[src/sabfl_pkg.sv]
`timescale 1ns / 1ps
// ----------------------------------------------------------------------------
// sabfl_pkg
// Constants shared by the slot allocator files.
// ----------------------------------------------------------------------------
package sabfl_pkg;

    localparam int SLOT_W         = 8;
    localparam int COUNT_W        = 9;
    localparam int LINK_DEPTH_MAX = 1 << SLOT_W;
    localparam int MAX_SLOTS_DEF  = 256;

    localparam logic [COUNT_W-1:0] SLOT_COUNT_RST = 9'd256;
    localparam logic [COUNT_W-1:0] COUNT_SAT      = '1;

    localparam int S_TDATA_W = 8;
    localparam int S_TUSER_W = 1;
    localparam int M_TDATA_W = 16;
    localparam int M_PAD_W   = M_TDATA_W - SLOT_W - 3;

    localparam logic OP_ALLOC = 1'b0;
    localparam logic OP_FREE  = 1'b1;

endpackage

[src/sabfl_ram.sv]
`timescale 1ns / 1ps
// ----------------------------------------------------------------------------
// sabfl_ram
// Generic single-write, single-read RAM with registered read data.
// ----------------------------------------------------------------------------
module sabfl_ram #(
    parameter int WIDTH = 8,
    parameter int DEPTH = 256
) (
    input  logic                     clk,
    input  logic                     wr_en,
    input  logic [$clog2(DEPTH)-1:0] wr_addr,
    input  logic [WIDTH-1:0]         wr_data,
    input  logic                     rd_en,
    input  logic [$clog2(DEPTH)-1:0] rd_addr,
    output logic [WIDTH-1:0]         rd_data
);

    logic [WIDTH-1:0] mem [DEPTH];

    always_ff @(posedge clk)
    begin
        if (wr_en)
        begin
            mem[wr_addr] <= wr_data;
        end
        if (rd_en)
        begin
            rd_data <= mem[rd_addr];
        end
    end

endmodule

[src/slot_allocator_bump_free_list.sv]
`timescale 1ns / 1ps
// ----------------------------------------------------------------------------
// slot_allocator_bump_free_list
// Slot allocator: linked free list in RAM backed by a bump counter.
// ----------------------------------------------------------------------------
//  channel  | dir | handshake           | payload
//  s_*      | in  | s_tvalid / s_tready | tuser: op; tdata: slot_index
//  m_*      | out | m_tvalid / m_tready | tdata: slot, ok, full_res, empty_res
//  cfg_*    | in  | cfg_valid/cfg_ready | cfg_data: slot_count
//
// An allocate served from the free list also passes through ST_POP: the next link
// is read from the link RAM before the head can move. Other requests stay in ST_IDLE.
// The result is registered and shows on m_* the cycle after acceptance; a new
// request is taken while that result is being drained.
// Reset clears the counters and the list length; the link RAM needs no clear.
// ----------------------------------------------------------------------------
module slot_allocator_bump_free_list
    import sabfl_pkg::*;
#(
    parameter int MAX_SLOTS = MAX_SLOTS_DEF
) (
    input  logic                 clk,
    input  logic                 rst_n,
    input  logic                 s_tvalid,
    output logic                 s_tready,
    input  logic [S_TDATA_W-1:0] s_tdata,   // [7:0] slot_index
    input  logic [S_TUSER_W-1:0] s_tuser,   // [0] op
    output logic                 m_tvalid,
    input  logic                 m_tready,
    output logic [M_TDATA_W-1:0] m_tdata,   // [7:0] slot, [8] ok, [9] full_res,
                                            // [10] empty_res, [15:11] zero
    input  logic                 cfg_valid,
    output logic                 cfg_ready,
    input  logic [COUNT_W-1:0]   cfg_data   // [8:0] slot_count
);

    localparam int LINK_DEPTH = (MAX_SLOTS < LINK_DEPTH_MAX) ? MAX_SLOTS : LINK_DEPTH_MAX;
    localparam int LINK_AW    = $clog2(LINK_DEPTH);
    localparam logic [COUNT_W-1:0] CAP_LIMIT = COUNT_W'(LINK_DEPTH);

    typedef enum logic [0:0] {
        ST_IDLE,
        ST_POP
    } state_t;

    state_t               state_reg;
    logic [COUNT_W-1:0]   slot_count_reg;
    logic [COUNT_W-1:0]   bump_reg, bump_next;
    logic [SLOT_W-1:0]    head_reg, head_next;
    logic [COUNT_W-1:0]   flen_reg, flen_next;
    logic                 out_valid_reg;
    logic [M_TDATA_W-1:0] out_data_reg, out_data_next;

    logic                 accept;
    logic                 op;
    logic [SLOT_W-1:0]    idx;
    logic [COUNT_W-1:0]   cap;
    logic [COUNT_W-1:0]   bump_dec;
    logic [SLOT_W-1:0]    res_slot;
    logic                 res_ok;
    logic                 res_full;
    logic                 res_empty;
    logic                 pop_go;
    logic                 link_wr;
    logic [SLOT_W-1:0]    link_rd_data;

    assign op       = s_tuser[0];
    assign idx      = s_tdata[SLOT_W-1:0];
    assign cap      = (slot_count_reg > CAP_LIMIT) ? CAP_LIMIT : slot_count_reg;
    assign bump_dec = bump_reg - 1'b1;

    assign s_tready  = (state_reg == ST_IDLE) && (!out_valid_reg || m_tready);
    assign accept    = s_tvalid && s_tready;
    assign cfg_ready = 1'b1;
    assign m_tvalid  = out_valid_reg;
    assign m_tdata   = out_data_reg;

    always_comb
    begin
        bump_next = bump_reg;
        head_next = head_reg;
        flen_next = flen_reg;
        res_slot  = '0;
        res_ok    = 1'b0;
        pop_go    = 1'b0;
        link_wr   = 1'b0;
        if (op == OP_ALLOC)
        begin
            if (flen_reg != '0)
            begin
                // pop: head moves once the link read returns
                res_slot  = head_reg;
                flen_next = flen_reg - 1'b1;
                res_ok    = 1'b1;
                pop_go    = 1'b1;
            end
            else if (bump_reg < cap)
            begin
                res_slot  = bump_reg[SLOT_W-1:0];
                bump_next = bump_reg + 1'b1;
                res_ok    = 1'b1;
            end
        end
        else if ({1'b0, idx} < cap)
        begin
            res_ok = 1'b1;
            if ((bump_reg != '0) && ({1'b0, idx} == bump_dec))
            begin
                bump_next = bump_dec;
            end
            else
            begin
                link_wr   = 1'b1;
                head_next = idx;
                if (flen_reg != COUNT_SAT)
                begin
                    flen_next = flen_reg + 1'b1;
                end
            end
        end
        res_full      = (bump_next >= cap) && (flen_next == '0);
        res_empty     = (bump_next == flen_next);
        out_data_next = {{M_PAD_W{1'b0}}, res_empty, res_full, res_ok, res_slot};
    end

    sabfl_ram #(
        .WIDTH (SLOT_W),
        .DEPTH (LINK_DEPTH)
    ) u_link_ram (
        .clk     (clk),
        .wr_en   (accept && link_wr),
        .wr_addr (idx[LINK_AW-1:0]),
        .wr_data (head_reg),
        .rd_en   (accept && pop_go),
        .rd_addr (head_reg[LINK_AW-1:0]),
        .rd_data (link_rd_data)
    );

    always_ff @(posedge clk or negedge rst_n)
    begin
        if (!rst_n)
        begin
            state_reg      <= ST_IDLE;
            slot_count_reg <= SLOT_COUNT_RST;
            bump_reg       <= '0;
            head_reg       <= '0;
            flen_reg       <= '0;
            out_valid_reg  <= 1'b0;
            out_data_reg   <= '0;
        end
        else
        begin
            if (cfg_valid)
            begin
                slot_count_reg <= cfg_data;
            end
            if (accept)
            begin
                out_valid_reg <= 1'b1;
                out_data_reg  <= out_data_next;
            end
            else if (m_tready)
            begin
                out_valid_reg <= 1'b0;
            end
            unique case (state_reg)
                ST_IDLE:
                begin
                    if (accept)
                    begin
                        bump_reg <= bump_next;
                        head_reg <= head_next;
                        flen_reg <= flen_next;
                        if (pop_go)
                        begin
                            state_reg <= ST_POP;
                        end
                    end
                end
                ST_POP:
                begin
                    // link read has landed: advance the head
                    head_reg  <= link_rd_data;
                    state_reg <= ST_IDLE;
                end
                default:
                begin
                    state_reg <= ST_IDLE;
                end
            endcase
        end
    end

endmodule

[config.mk]
export PLATFORM = sky130hd
export DESIGN_NAME = slot_allocator_bump_free_list
export DESIGN_NICKNAME = d
export VERILOG_FILES = /design/src/sabfl_pkg.sv /design/src/sabfl_ram.sv /design/src/slot_allocator_bump_free_list.sv
export SDC_FILE = /design/constraint.sdc
export NUM_CORES = 2
export LEC_CHECK = 0
export BUFFER_PORTS_ARGS = -buffer_cell sky130_fd_sc_hd__buf_2
export CAP_MARGIN = 25
export CELL_PAD_IN_SITES_DETAIL_PLACEMENT = 0
export CELL_PAD_IN_SITES_GLOBAL_PLACEMENT = 1
export CORE_AREA = 3 3 407 409
export CTS_CLUSTER_DIAMETER = 200
export CTS_CLUSTER_SIZE = 12
export DETAILED_ROUTE_END_ITERATION = 12
export DIE_AREA = 0 0 410 412
export HOLD_SLACK_MARGIN = 0.15
export PLACE_DENSITY_LB_ADDON = 0.08
export RECOVER_POWER = 100
export REMOVE_ABC_BUFFERS = 1
export SLEW_MARGIN = 0
export SYNTH_ARGS = -nofsm -noshare
export SYNTH_HDL_FRONTEND = slang
export SYNTH_SLANG_ARGS = --single-unit
[constraint.sdc]
create_clock -name clk -period 6.5 [get_ports clk]
set_clock_uncertainty 0.05 [all_clocks]
set_input_delay 0.65 -clock clk [delete_from_list [all_inputs] [get_ports clk]]
set_output_delay 0.65 -clock clk [all_outputs]
set_load 0.03 [all_outputs]
== Word level (Yosys, flattened, before mapping) ==
Memory sizes are Yosys's and may differ from the RTL's. A register that Yosys moved wholly into a read port is not among the register bits.
Index checks and enable logic that the tools add are counted.
W data, S select, Z words.

* Register bits after elaboration: 48
* Latch bits: 0
* Memory bits (writable): 2,048
* Bits in read-only memories: 0
* Output and inout port bits: 19
* Memories kept: 1

{| class="wikitable"
|+ Memories
! name !! words !! bits a word !! rd ports !! clocked after Yosys merged registers in !! wr ports !! line !! source
|-
| u_link_ram.mem || 256 || 8 || 1 || 1 || 1 || sabfl_ram.sv:19 || <nowiki>logic [WIDTH-1:0] mem [DEPTH];</nowiki>
|}

* $add $sub $neg: 4
* Multiply operators: 0
* Divide/modulo/power cells: 0
* $lt $le $gt $ge: 4
* Equal/unequal tests: 7
* Shift-type cells: 0
* Muxes and demuxes: 35
* Bitwise gates (word level): 1
* Reduce and logical (&&, ||, !) cells: 14

{| class="wikitable"
|+ Operator list
! cell !! number
|-
| $mux W9 || 11
|-
| $mux W8 || 7
|-
| $add A9 B1 Y9 const B || 2
|-
| $reduce_bool A9 Y1 || 2
|-
| $sub A9 B1 Y9 const B || 2
|-
| $pmux W8 S2 || 1
|-
| $mux W1 || 15
|-
| $eq A8 B9 Y1 || 1
|-
| $eq A9 B9 Y1 || 1
|-
| $ge A9 B9 Y1 || 1
|-
| $gt A9 B9 Y1 const B || 1
|-
| $logic_not A9 Y1 || 1
|-
| $lt A8 B9 Y1 || 1
|-
| $lt A9 B9 Y1 || 1
|-
| $ne A9 B9 Y1 const B || 1
|-
| $logic_and A1 B1 Y1 || 6
|-
| $ne A2 B2 Y1 const B || 3
|-
| $reduce_and A4 Y1 || 1
|-
| $ne A2 B1 Y1 const B || 1
|-
| $pmux W1 S2 || 1
|-
| $reduce_and A2 Y1 || 1
|-
| $reduce_bool A2 Y1 || 1
|-
| $logic_not A1 Y1 || 1
|-
| $logic_or A1 B1 Y1 || 1
|-
| $not A1 Y1 || 1
|}

== Logic depth before layout (Yosys ltp) ==
* Depth in word-level cells: 9
* Gate-level depth with buffers: 22
* Depth with buffers taken out: 21

== Cells and area by module ==
Synthesis repeated with hierarchy kept, for this count alone.

* Cell total of the unflattened synthesis: 4,156
* Area, all modules: 83,375.0 sq um

{| class="wikitable"
|+ By module, submodules not included
! module !! times used !! cells an instance !! area an instance (sq um) !! seq. area each (sq um)
|-
| sabfl_ram || 1 || 3,733 || 79,636.4 || 61,739.2
|-
| slot_allocator_bump_free_list || 1 || 423 || 3,738.6 || 1,202.4
|}

== Worst setup path before layout ==
Ideal clock, no wire load.

* Path type: flip-flop to flip-flop
* Start: reg head_reg[0]
* End: reg u_link_ram.rd_data[0] (read register of u_link_ram.mem) (data pin)
* Data arrival time: 6.288 ns
* Required time: 6.178 ns
* Path slack: -0.110 ns
* Cell stages (with the launch flop): 8
* Buffers on the path: 3
* Clock period less this slack: 6.610 ns
* Path through: dfrtp_1 clkbuf_1 clkbuf_1 buf_1 mux4_2 mux4_2 mux4_2 mux4_2

{| class="wikitable"
|+ RTL lines
! what !! line !! source
|-
| start, declared || slot_allocator_bump_free_list.sv:49 || <nowiki>logic [SLOT_W-1:0] head_reg, head_next;</nowiki>
|-
| start signal, assigned || slot_allocator_bump_free_list.sv:172 || <nowiki>head_reg <= head_next;</nowiki>
|-
| start signal, assigned || slot_allocator_bump_free_list.sv:183 || <nowiki>head_reg <= link_rd_data;</nowiki>
|-
| end, declared || sabfl_ram.sv:16 || <nowiki>output logic [WIDTH-1:0] rd_data</nowiki>
|}

== Worst setup path in the final report ==
* Start: reg slot_count_reg[8]
* End: mem u_link_ram.mem[255][2] (enable)

* Longest elaborated chain between the ends: 8

{| class="wikitable"
|+ Ends and longest elaborated chain
! what !! line !! source
|-
| start, declared || slot_allocator_bump_free_list.sv:47 || <nowiki>logic [COUNT_W-1:0] slot_count_reg;</nowiki>
|-
| start signal, assigned || slot_allocator_bump_free_list.sv:155 || <nowiki>slot_count_reg <= cfg_data;</nowiki>
|-
| $gt A9 B9 Y1 || slot_allocator_bump_free_list.sv:69 || <nowiki>assign cap = (slot_count_reg > CAP_LIMIT) ? CAP_LIMIT : slot_count_reg;</nowiki>
|-
| $mux W9 * || slot_allocator_bump_free_list.sv:69 ||
|-
| $lt A8 B9 Y1 * || slot_allocator_bump_free_list.sv:104 || <nowiki>else if ({1'b0, idx} < cap)</nowiki>
|-
| $mux W1 * || slot_allocator_bump_free_list.sv:104 ||
|-
| $mux W1 * || slot_allocator_bump_free_list.sv:87 || <nowiki>if (op == OP_ALLOC)</nowiki>
|-
| $logic_and A1 B1 Y1 * || slot_allocator_bump_free_list.sv:131 || <nowiki>.wr_en (accept && link_wr),</nowiki>
|-
| $mux W1 * || sabfl_ram.sv:23 || <nowiki>if (wr_en)</nowiki>
|-
| $mux W1 (implied by the code) * || sabfl_ram.sv:25 || <nowiki>mem[wr_addr] <= wr_data;</nowiki>
|-
| end, declared || sabfl_ram.sv:19 ||
|}

Mark *: on every way between the ends. The rest lies on a longest branch, timed or not.

==> metrics.csv <==
metric,value,unit
run status,"complete, but fails checks",
violations in the final reports,"max-capacitance violations, max-slew violations",
max-slew headroom at the worst pin,-154,%
max-slew violation count,1331,
Critical Path RT,6.90,ns
routed via count divided by cell count,6.32,
Synthesis Warnings,0,
Die H,412,µm
Setup Slack @ Placement,0.503,ns
Avg WL per Cell,32.2,µm
share of the yosys chip area belonging to registers,76.1,%
number of clock buffers inserted by TritonCTS,193,
fraction of power spent switching nets,28.3,%
fraction of synthesized cell area taken by the top area cell type,74.6,%
synth top area cells,"sky130_fd_sc_hd__edfxtp_1, sky130_fd_sc_hd__mux4_2, sky130_fd_sc_hd__dfrtp_1",
static leakage power,27.7,nW
drc violations,0,
final setup violation count,0,
wire length of the first global-routing pass,284000,µm
TritonCTS clock tree,done,
part of the power in combinational logic,24.4,%
cell count after synthesis,3669,
path type of the worst setup path,register to register,
Initial Utilization,50.9,%
Power Dens Cells,393,nW/µm²
Detailed Route WL,194000,µm
Initial DRT Pass Iterations,5,
number of distinct library cells after synthesis,66,
largest area contributor in the netlist,sky130_fd_sc_hd__edfxtp_1,
count of port buffers added during placement,35,
number of antenna-violating nets in the routed design,0,
largest driver fanout on the critical path,12,
Post-CTS Resized,0,
count of H-tree levels built during CTS,4,
clock group share of total power,28.1,%
async set or reset register ratio after synthesis,2.28,%
Layout Nets,3833,
"EDFF count, synth",2056,
CTS max path bufs,3,
via count of the routed design,38000,
pin count of the biggest net entering global routing,190,
source-to-sink clock delay at the later pin of the worst-skew pair,0.83,ns
Netlist Area Pre-Place,82700,µm²
buffer cell driving the clock tree root,sky130_fd_sc_hd__clkbuf_16,
arrival time of data at the critical path endpoint,6.63,ns
main flop type after synthesis,sky130_fd_sc_hd__edfxtp_1,
via count of the first global-routing pass,39000,
"Avg Cell Area, Syn",22.5,µm²
CTS sink cnt,2104,
GP Congestion,0.863,
crit path capture type,register,
initial antenna violation count,6,
number of violations reported at the end of detailed-routing iteration 0,4580,
number of flip-flops in the largest register,2048,
die area,169000,µm²
Peak VDD IR,0.000318,V
class of the worst hold path,input pin to register,
I/O pin total,42,
Seq cells post-synth,2104,
global-route total usage across every layer,23.4,%
worst hold margin,0.218,ns
core area,162000,µm²
Final Hold Violating Endpoints,0,
sequential fraction of design power,47.5,%
total congestion overflow,0,
count of max-cap constraint violations,20,
Switching Power,10.1,mW
largest register by flop count,u_link_ram.mem,
fraction of final layout cells sized beyond drive strength 1,25.7,%
final critical-path required period,6.23,ns
internal power,25.7,mW
transition time at the pin with the least slew margin,3.81,ns
row count,148,
final worst path period share,95.8,%
Final HPWL DP,116000,µm
fin util,56.0,%
critical path startpoint category,register,
Die X-Extent,410,µm
setup repair after global routing missed its margin,false,
synth-to-layout area growth,10.0,%
CTS clock-pin slew for the worst setup and hold paths,0.07,ns
FMAX,0.161,GHz
post-route worst setup slack,0.274,ns
==> Yosys cell counts (7+ instances only) <==
master / instances
sky130_fd_sc_hd__edfxtp_1: 2056
sky130_fd_sc_hd__mux4_2: 680
sky130_fd_sc_hd__nor2_1: 303
sky130_fd_sc_hd__clkbuf_1: 137
sky130_fd_sc_hd__nand2_1: 76
sky130_fd_sc_hd__buf_1: 60
sky130_fd_sc_hd__dfrtp_1: 47
sky130_fd_sc_hd__ha_1: 30
sky130_fd_sc_hd__o21ai_0: 26
sky130_fd_sc_hd__nand3_1: 22
sky130_fd_sc_hd__a21oi_1: 18
sky130_fd_sc_hd__buf_2: 16
sky130_fd_sc_hd__xor2_1: 16
sky130_fd_sc_hd__xnor2_1: 15
sky130_fd_sc_hd__nor3_1: 14
sky130_fd_sc_hd__and3_1: 11
sky130_fd_sc_hd__inv_1: 11
sky130_fd_sc_hd__mux2i_1: 11
sky130_fd_sc_hd__nor2b_1: 9
sky130_fd_sc_hd__mux2_2: 8
sky130_fd_sc_hd__a221oi_1: 7
sky130_fd_sc_hd__buf_4: 7
sky130_fd_sc_hd__nand4_1: 7
==> final timing paths <==
check	from	end	slack (ns)	cells past startpoint
min	cfg_valid	slot_count_reg[6]$_DFFE_PN0P_	0.22	2
max reg2reg	slot_count_reg[8]$_DFFE_PN1P_	u_link_ram.mem[255][2]$_DFFE_PP_	0.27	12
max	slot_count_reg[8]$_DFFE_PN1P_	u_link_ram.mem[255][2]$_DFFE_PP_	0.27	12
min in group asynchronous	rst_n	bump_reg[6]$_DFFE_PN0P_	1.35	3
min reg2reg	u_link_ram.rd_data[1]$_DFFE_PP_	head_reg[1]$_DFFE_PN0P_	0.40	2
max in group asynchronous	rst_n	head_reg[5]$_DFFE_PN0P_	3.39	3
==> critical path, stage by stage, from the launching register on <==
cell	delay (ns)
sky130_fd_sc_hd__dfstp_1	0.62
sky130_fd_sc_hd__clkinv_1	0.27
sky130_fd_sc_hd__nand2_1	0.20
sky130_fd_sc_hd__ha_1	0.28
sky130_fd_sc_hd__a21oi_1	0.15
sky130_fd_sc_hd__a21oi_1	0.08
sky130_fd_sc_hd__a211o_1	0.38
sky130_fd_sc_hd__or2_2	0.38
sky130_fd_sc_hd__nor3_2	0.60
sky130_fd_sc_hd__and3_1	0.32
sky130_fd_sc_hd__nand3_1	1.17
sky130_fd_sc_hd__clkbuf_2	0.65
sky130_fd_sc_hd__nor2_1	0.66
==> through the flow <==
| step | total power, mW | std cells | setup TNS [ns] | cell area (µm²) |
|---|---|---|---|---|
| 6_report | 35.8 | 6006 | 0 | 91000 |
| 5_1_grt | 37.2 | 6002 | 0 | 91000 |
| 4_1_cts | 36.1 | 6001 | 0 | 91200 |
| 3_5_place_dp | 26.1 | 5739 | 0 | 85800 |
| 3_3_place_gp | 25.9 | 5728 | 0 | 85600 |
| 2_1_floorplan | 24.2 | 3452 | -8357.67 | 81800 |
==> what timing repair did <==
action,CTS,global route
setup buffers,0,0
hold buffers,20,0
hold endpoints to repair,59,0
==> cell families (layout without fill, tap and decap cells) <==
logic type | Yosys count | count (layout) | synth area share, %
buffers and inverters | 233 | 387 | 1.12
other | 2 | 10 | 0.00908
xor gates and xnor gates | 31 | 31 | 0.328
and+or+nand+nor | 468 | 468 | 2.38
adders and majority gates | 30 | 30 | 0.454
muxes | 699 | 699 | 18.8
DFF | 2104 | 2104 | 76.1
AOI/OAI and AO/OA | 102 | 102 | 0.844
==> layout by cell type, fill, tap and decap left out, types with 21 or more instances in the layout <==
master	netlist	layout
sky130_fd_sc_hd__buf_12	0	21
sky130_fd_sc_hd__buf_2	16	21
sky130_fd_sc_hd__clkbuf_1	137	73
sky130_fd_sc_hd__clkbuf_16	0	195
sky130_fd_sc_hd__dfrtp_1	47	47
sky130_fd_sc_hd__edfxtp_1	2056	2056
sky130_fd_sc_hd__ha_1	30	30
sky130_fd_sc_hd__mux4_2	680	680
sky130_fd_sc_hd__nand2_1	76	74
sky130_fd_sc_hd__nor2_1	303	303
sky130_fd_sc_hd__o21ai_0	26	27
==> power by group through the flow <==
stage	combinational, mW	sequential (mW)	clock (mW)
after floorplan	5.70	18.5	0
after global placement	8.68	17.2	0
after detailed placement	8.84	17.3	0
after CTS	8.86	17.0	10.3
after global routing	9.30	17.1	10.8
final	8.72	17.0	10.1
==> layout make-up <==
class                      instances  area (µm²)
clock buffer                     228        5000
sequential                      2104       62900
fill                           11900       71400
tap                             2175        2720
clock inverter                    14         251
multi-input combinational       1336       18900
timing repair buffer             133        1150
antenna                            4        10.0
inverter                          12        45.0
==> per-layer routing <==
| layer | share of wire [%] | track usage (%) |
|---|---|---|
| met5 | 0 | 0 |
| met4 | 1.6 | 4.68 |
| met3 | 6.8 | 3.82 |
| met2 | 49 | 36.8 |
| met1 | 43 | 35.3 |
Power figures use the tool's default switching activity.
